File: src/rtl/assert_macros.svh
// Assertion macros used by the histogram matcher back end.
`ifndef ASSERT_MACROS_SVH
`define ASSERT_MACROS_SVH

// Implication checked on every rising clock edge outside reset.
`define ASSERT_CLK(label, clk, rst, prop, msg) \
  label: assert property (@(posedge clk) disable iff (rst) (prop)) else $error(msg);

// Same check, also active while reset is high.
`define ASSERT_ALWAYS(label, clk, prop, msg) \
  label: assert property (@(posedge clk) (prop)) else $error(msg);

`endif

File: src/rtl/rhm_pkg.sv
// Shared types and constants for the RGB histogram matcher.
package rhm_pkg;

  localparam int LEVELS              = 256;
  localparam int CHANNELS            = 3;
  localparam int BINS                = LEVELS * CHANNELS;
  localparam int ADDR_W              = $clog2(BINS);
  localparam int LEVEL_W             = $clog2(LEVELS);
  localparam int COUNT_WIDTH_DEFAULT = 20;
  localparam int QUEUE_DEPTH         = 4;
  localparam logic [LEVEL_W-1:0] TOP_LEVEL = LEVEL_W'(LEVELS - 1);

  // Item kinds as they arrive on the input channel
  typedef enum logic [2:0] {
    KIND_CLEAR = 3'd0,
    KIND_REF   = 3'd1,
    KIND_SRC   = 3'd2,
    KIND_BUILD = 3'd3,
    KIND_REMAP = 3'd4
  } kind_e;

  // Operation codes handed from front to back
  typedef enum logic [2:0] {
    OP_CLEAR = 3'd0,
    OP_REF   = 3'd1,
    OP_SRC   = 3'd2,
    OP_BUILD = 3'd3,
    OP_REMAP = 3'd4
  } op_e;

  typedef struct packed {
    logic [2:0] kind;
    logic [7:0] blue;
    logic [7:0] green;
    logic [7:0] red;
  } item_t;

  typedef struct packed {
    logic [7:0] mapped_blue;
    logic [7:0] mapped_green;
    logic [7:0] mapped_red;
  } result_t;

  typedef struct packed {
    op_e        op;
    logic [7:0] blue;
    logic [7:0] green;
    logic [7:0] red;
  } cmd_t;

  // Back-end status seen by the front
  typedef struct packed {
    logic sweeping;
  } back_status_t;

endpackage

File: src/rtl/rhm_front.sv
// Front end: accepts input beats, decodes the kind, queues commands.
module rhm_front
  import rhm_pkg::*;
(
  input  logic         clk,
  input  logic         rst,
  input  back_status_t status,
  input  logic         pixel_valid,
  output logic         pixel_stall,
  input  item_t        pixel,
  output logic         cmd_valid,
  input  logic         cmd_pop,
  output cmd_t         cmd
);

  localparam int PTR_W = $clog2(QUEUE_DEPTH);
  localparam int CNT_W = $clog2(QUEUE_DEPTH + 1);

  cmd_t             queue [QUEUE_DEPTH];
  logic [PTR_W-1:0] wr_ptr;
  logic [PTR_W-1:0] rd_ptr;
  logic [CNT_W-1:0] fill;
  logic             full;
  logic             accept;
  logic             known;
  logic             push;
  logic             pop;
  cmd_t             decoded;

  // Decode kind; unused codes are dropped here
  always_comb begin
    known          = 1'b1;
    decoded.blue   = pixel.blue;
    decoded.green  = pixel.green;
    decoded.red    = pixel.red;
    decoded.op     = OP_CLEAR;
    unique case (pixel.kind)
      KIND_CLEAR: decoded.op = OP_CLEAR;
      KIND_REF:   decoded.op = OP_REF;
      KIND_SRC:   decoded.op = OP_SRC;
      KIND_BUILD: decoded.op = OP_BUILD;
      KIND_REMAP: decoded.op = OP_REMAP;
      default:    known = 1'b0;
    endcase
  end

  assign full        = (fill == CNT_W'(QUEUE_DEPTH));
  assign pixel_stall = full || status.sweeping;
  assign accept      = pixel_valid && !pixel_stall;
  assign push        = accept && known;
  assign cmd_valid   = (fill != '0);
  assign pop         = cmd_pop && cmd_valid;
  assign cmd         = queue[rd_ptr];

  // Queue storage
  always_ff @(posedge clk) begin
    if (push) begin
      queue[wr_ptr] <= decoded;
    end
  end

  // Queue pointers
  always_ff @(posedge clk) begin
    if (rst) begin
      wr_ptr <= '0;
      rd_ptr <= '0;
      fill   <= '0;
    end else begin
      if (push) wr_ptr <= wr_ptr + 1'b1;
      if (pop)  rd_ptr <= rd_ptr + 1'b1;
      if (push && !pop)      fill <= fill + 1'b1;
      else if (pop && !push) fill <= fill - 1'b1;
    end
  end

endmodule

File: config.mk
export PLATFORM = sky130hd
export DESIGN_NAME = rhm_front
export DESIGN_NICKNAME = d
export VERILOG_FILES = /design/src/rtl/assert_macros.svh /design/src/rtl/rhm_pkg.sv /design/src/rtl/rhm_front.sv
export SDC_FILE = /design/constraint.sdc
export NUM_CORES = 1
export LEC_CHECK = 0
export ABC_AREA = 0
export BUFFER_PORTS_ARGS = -buffer_cell sky130_fd_sc_hd__buf_2
export CAP_MARGIN = 25
export CELL_PAD_IN_SITES_DETAIL_PLACEMENT = 0
export CELL_PAD_IN_SITES_GLOBAL_PLACEMENT = 1
export CORE_UTILIZATION = 53
export CTS_CLUSTER_DIAMETER = 150
export CTS_CLUSTER_SIZE = 25
export DETAILED_ROUTE_END_ITERATION = 8
export GPL_ROUTABILITY_DRIVEN = 1
export PLACE_DENSITY = 0.91
export SYNTH_ARGS = -nofsm -noshare
export SYNTH_HDL_FRONTEND = slang
export SYNTH_SLANG_ARGS = --single-unit
File: constraint.sdc
create_clock -name clk -period 5.6 [get_ports clk]
set_clock_uncertainty 0.2 [all_clocks]
set_input_delay 0.56 -clock clk [delete_from_list [all_inputs] [get_ports clk]]
set_output_delay 0.56 -clock clk [all_outputs]
set_load 0.03 [all_outputs]
==> flow_summary.json <==
{
  "holdPathEnd": "queue[1][5]",
  "rows": 32,
  "drt_first_iter_violations": 115,
  "cts_resized": 0,
  "synthAdderAreaFrac": 0.0187,
  "ys_warn_count": 0,
  "ctsHtreeMaxLevel": 4,
  "cp.required_ns": 4.84,
  "start_util": 0.559,
  "dr.pass1.iters": 4,
  "slew_headroom": 0.579,
  "p_per_area_mw_per_mm2": 498,
  "wire_per_inst_microns": 20.1,
  "criticalPathCategory": "flip-flop to output pin",
  "critPathMaxFanout": 17,
  "dp_hpwl_mm": 4.25,
  "layout-drive-gt1-share": 0.432,
  "end_kind": "output pin",
  "cts_tree": "done",
  "die_y_microns": 93.2,
  "fin_setup_tns_ns": 0,
  "hold_violations": 0,
  "wirelength_mm": 7.78,
  "placed_cell_area_sq_mm": 0.00484,
  "finalWeightedCongestion": 0.707,
  "grt_util_all_layers": 0.200,
  "io-pin-count": 61,
  "rsz0062_at_grt": "false",
  "maxSlewViolCount": 0,
  "setup_viol": 0,
  "syn_nets": 232,
  "reg2regPathDepth": 8,
  "syn_inst": 194,
  "hp-class": "input pin to flip-flop",
  "synth.distinct_cells": 28,
  "drc": 0,
  "synthMuxAreaShare": 0.146,
  "cts_buffers": 17,
  "cp.arrival_ns": 2.11,
  "first_global_vias": 2147,
  "clockBufferDepth": 2,
  "grt_max_degree": 28,
  "antenna_found_initial": 0,
  "syn-cell-area_sq_mm": 0.00441,
  "r2r_slack_ns": 2.92,
  "layout_worst_path_cycle_share": 0.513,
  "cts_hold_buf": 0,
  "min-delay-start": "pixel[5]",
  "worstMarginPinSlew_ns": 0.631,
  "coreArea_sq_mm": 0.00789,
  "syn_area_per_cell_sq_um": 22.7,
  "dieArea_sq_mm": 0.00868,
  "grt-ovfl-total": 0,
  "synth_compound_area_frac": 0.0156,
  "cap_viol_max_count": 0,
  "yosys.area_share.simple": 0.0233,
  "final_net_count": 310,
  "finalWorstPathRequiredPeriod_ns": 2.87,
  "numPortBuffers": 60,
  "clkTransAtPathRegs_ns": 0.05,
  "antenna_cells": 0,
  "synth_xor_area_frac": 0.00795,
  "cts_setup_buffers": 0,
  "drtAntennaViolNets": 0,
  "ys_top_cells_by_area": "edfxtp_1 74%, mux4_2 14%, dfxtp_1 4.1%",
  "ys_seq_elements": 117,
  "r2r_end": "fill[2]",
  "yosysTopAreaCellShare": 0.736,
  "leakagePower_nw": 1.90,
  "status": "finished clean",
  "ys_seq_area_frac": 0.777,
  "area_growth_pct": 23.5,
  "cts_root_buf": "clkbuf_8",
  "die_w_microns": 93.2,
  "hold_path_depth": 1,
  "cts.sinks": 117,
  "vias": 2143,
  "vdd_drop_max_mv": 0.259,
  "insertion_delay_ns": 0.50,
  "yosys.area.top_type": "edfxtp_1",
  "synth_top_family_by_area": "multiplexers",
  "fin_area_sq_mm": 0.00544,
  "regToRegStartpoint": "fill[0]",
  "grt_pass1_wl_mm": 11.9,
  "fmax_mhz": 348,
  "viasPerCell": 5.54,
  "cp-start-kind": "flip-flop"
}
-- critical path, stage by stage, from the launching register on --
cell     delay [ns]
dfxtp_2        0.60
buf_12         0.25
mux4_2         0.55
buf_2          0.20
-- cells by family after synthesis --
family                     Yosys count
muxes                               30
adders and majority gates            6
DFF                                117
xor gates and xnor gates             4
AOI/OAI and AO/OA                    7
and+or+nand+nor                     19
buffers and inverters               11
-- power by group --
| part | internal (mW) | switching (mW) |
|---|---|---|
| combinational | 0.253 | 0.345 |
| clock | 0.711 | 0.343 |
| sequential | 1.00 | 0.0559 |
| total | 1.97 | 0.745 |
-- final cells by class --
type,count,area (sq um)
clock buffers,19,422
clock inverters,13,163
fillers,469,2450
inverters,4,15.0
multi-input cells,66,932
flip-flops and latches,117,3420
well taps,102,128
repair buffers,66,358
-- placed cells by master, fill, tap and decap left out, drive strengths merged, types with 4 or more instances in the layout --
cell type    n
clkinv       8
inv          4
clkbuf      19
and2         4
buf         66
ha           5
dfxtp        9
xor2         4
nor2         8
bufinv       4
mux4        27
edfxtp     108
-- routing by layer --
| metal | track usage | share of wire | vias to the layer above |
|---|---|---|---|
| met2 | 0.300 | 0.50 | 89 |
| met4 | 0.0962 | 0.022 | 0 |
| met1 | 0.267 | 0.42 | 1083 |
| met5 | 0 | 0 | - |
| met3 | 0.0634 | 0.059 | 19 |
| li1 | - | - | 952 |
-- sequential cells by signal, summed over array words and instances, names as in the netlist, named ones only --
| name | count |
|---|---|
| rd_ptr | 2 |
| fill | 3 |
| queue | 108 |
| wr_ptr | 2 |
-- per-stage QoR --
stage	instances	hold WS [ns]	worst slack [ns]	power, mW	utilization
final	387	0.0747	2.73	2.71	0.690
after floorplan	194	0.282	2.87	1.52	-
after global routing	387	0.0511	2.61	2.82	0.690
after detailed placement	354	0.312	2.60	1.66	0.613
after global placement	354	0.306	2.63	1.66	0.613
after CTS	386	0.0513	2.42	2.72	0.687
-- cell usage after synthesis --
cell / count
xor2_1: 4
a2111oi_4: 1
nand2b_1: 2
buf_1: 2
mux4_2: 27
mux2_4: 1
mux2i_1: 2
nor2b_1: 2
o21a_1: 1
clkbuf_2: 1
inv_1: 4
a21oi_1: 1
nor3b_1: 1
clkbuf_1: 1
o311ai_0: 1
ha_1: 5
o31ai_1: 1
fa_1: 1
buf_4: 2
edfxtp_1: 108
and2_1: 4
a21o_1: 1
nor2_2: 1
nor2_1: 7
or3_1: 2
buf_2: 1
o21ai_0: 1
dfxtp_1: 9
-- worst max path at each step --
| stage | start | endpoint | cells past startpoint |
|---|---|---|---|
| after detailed placement | pixel[25] | fill[2] | 9 |
| after floorplan | pixel[25] | fill[2] | 8 |
| final | flip-flop | cmd[20] | 3 |
| after global placement | pixel[25] | fill[2] | 9 |
| after global routing | flip-flop | cmd[20] | 3 |
| after CTS | flip-flop | cmd[20] | 2 |
Note: power is estimated with default switching activity, not from simulation.
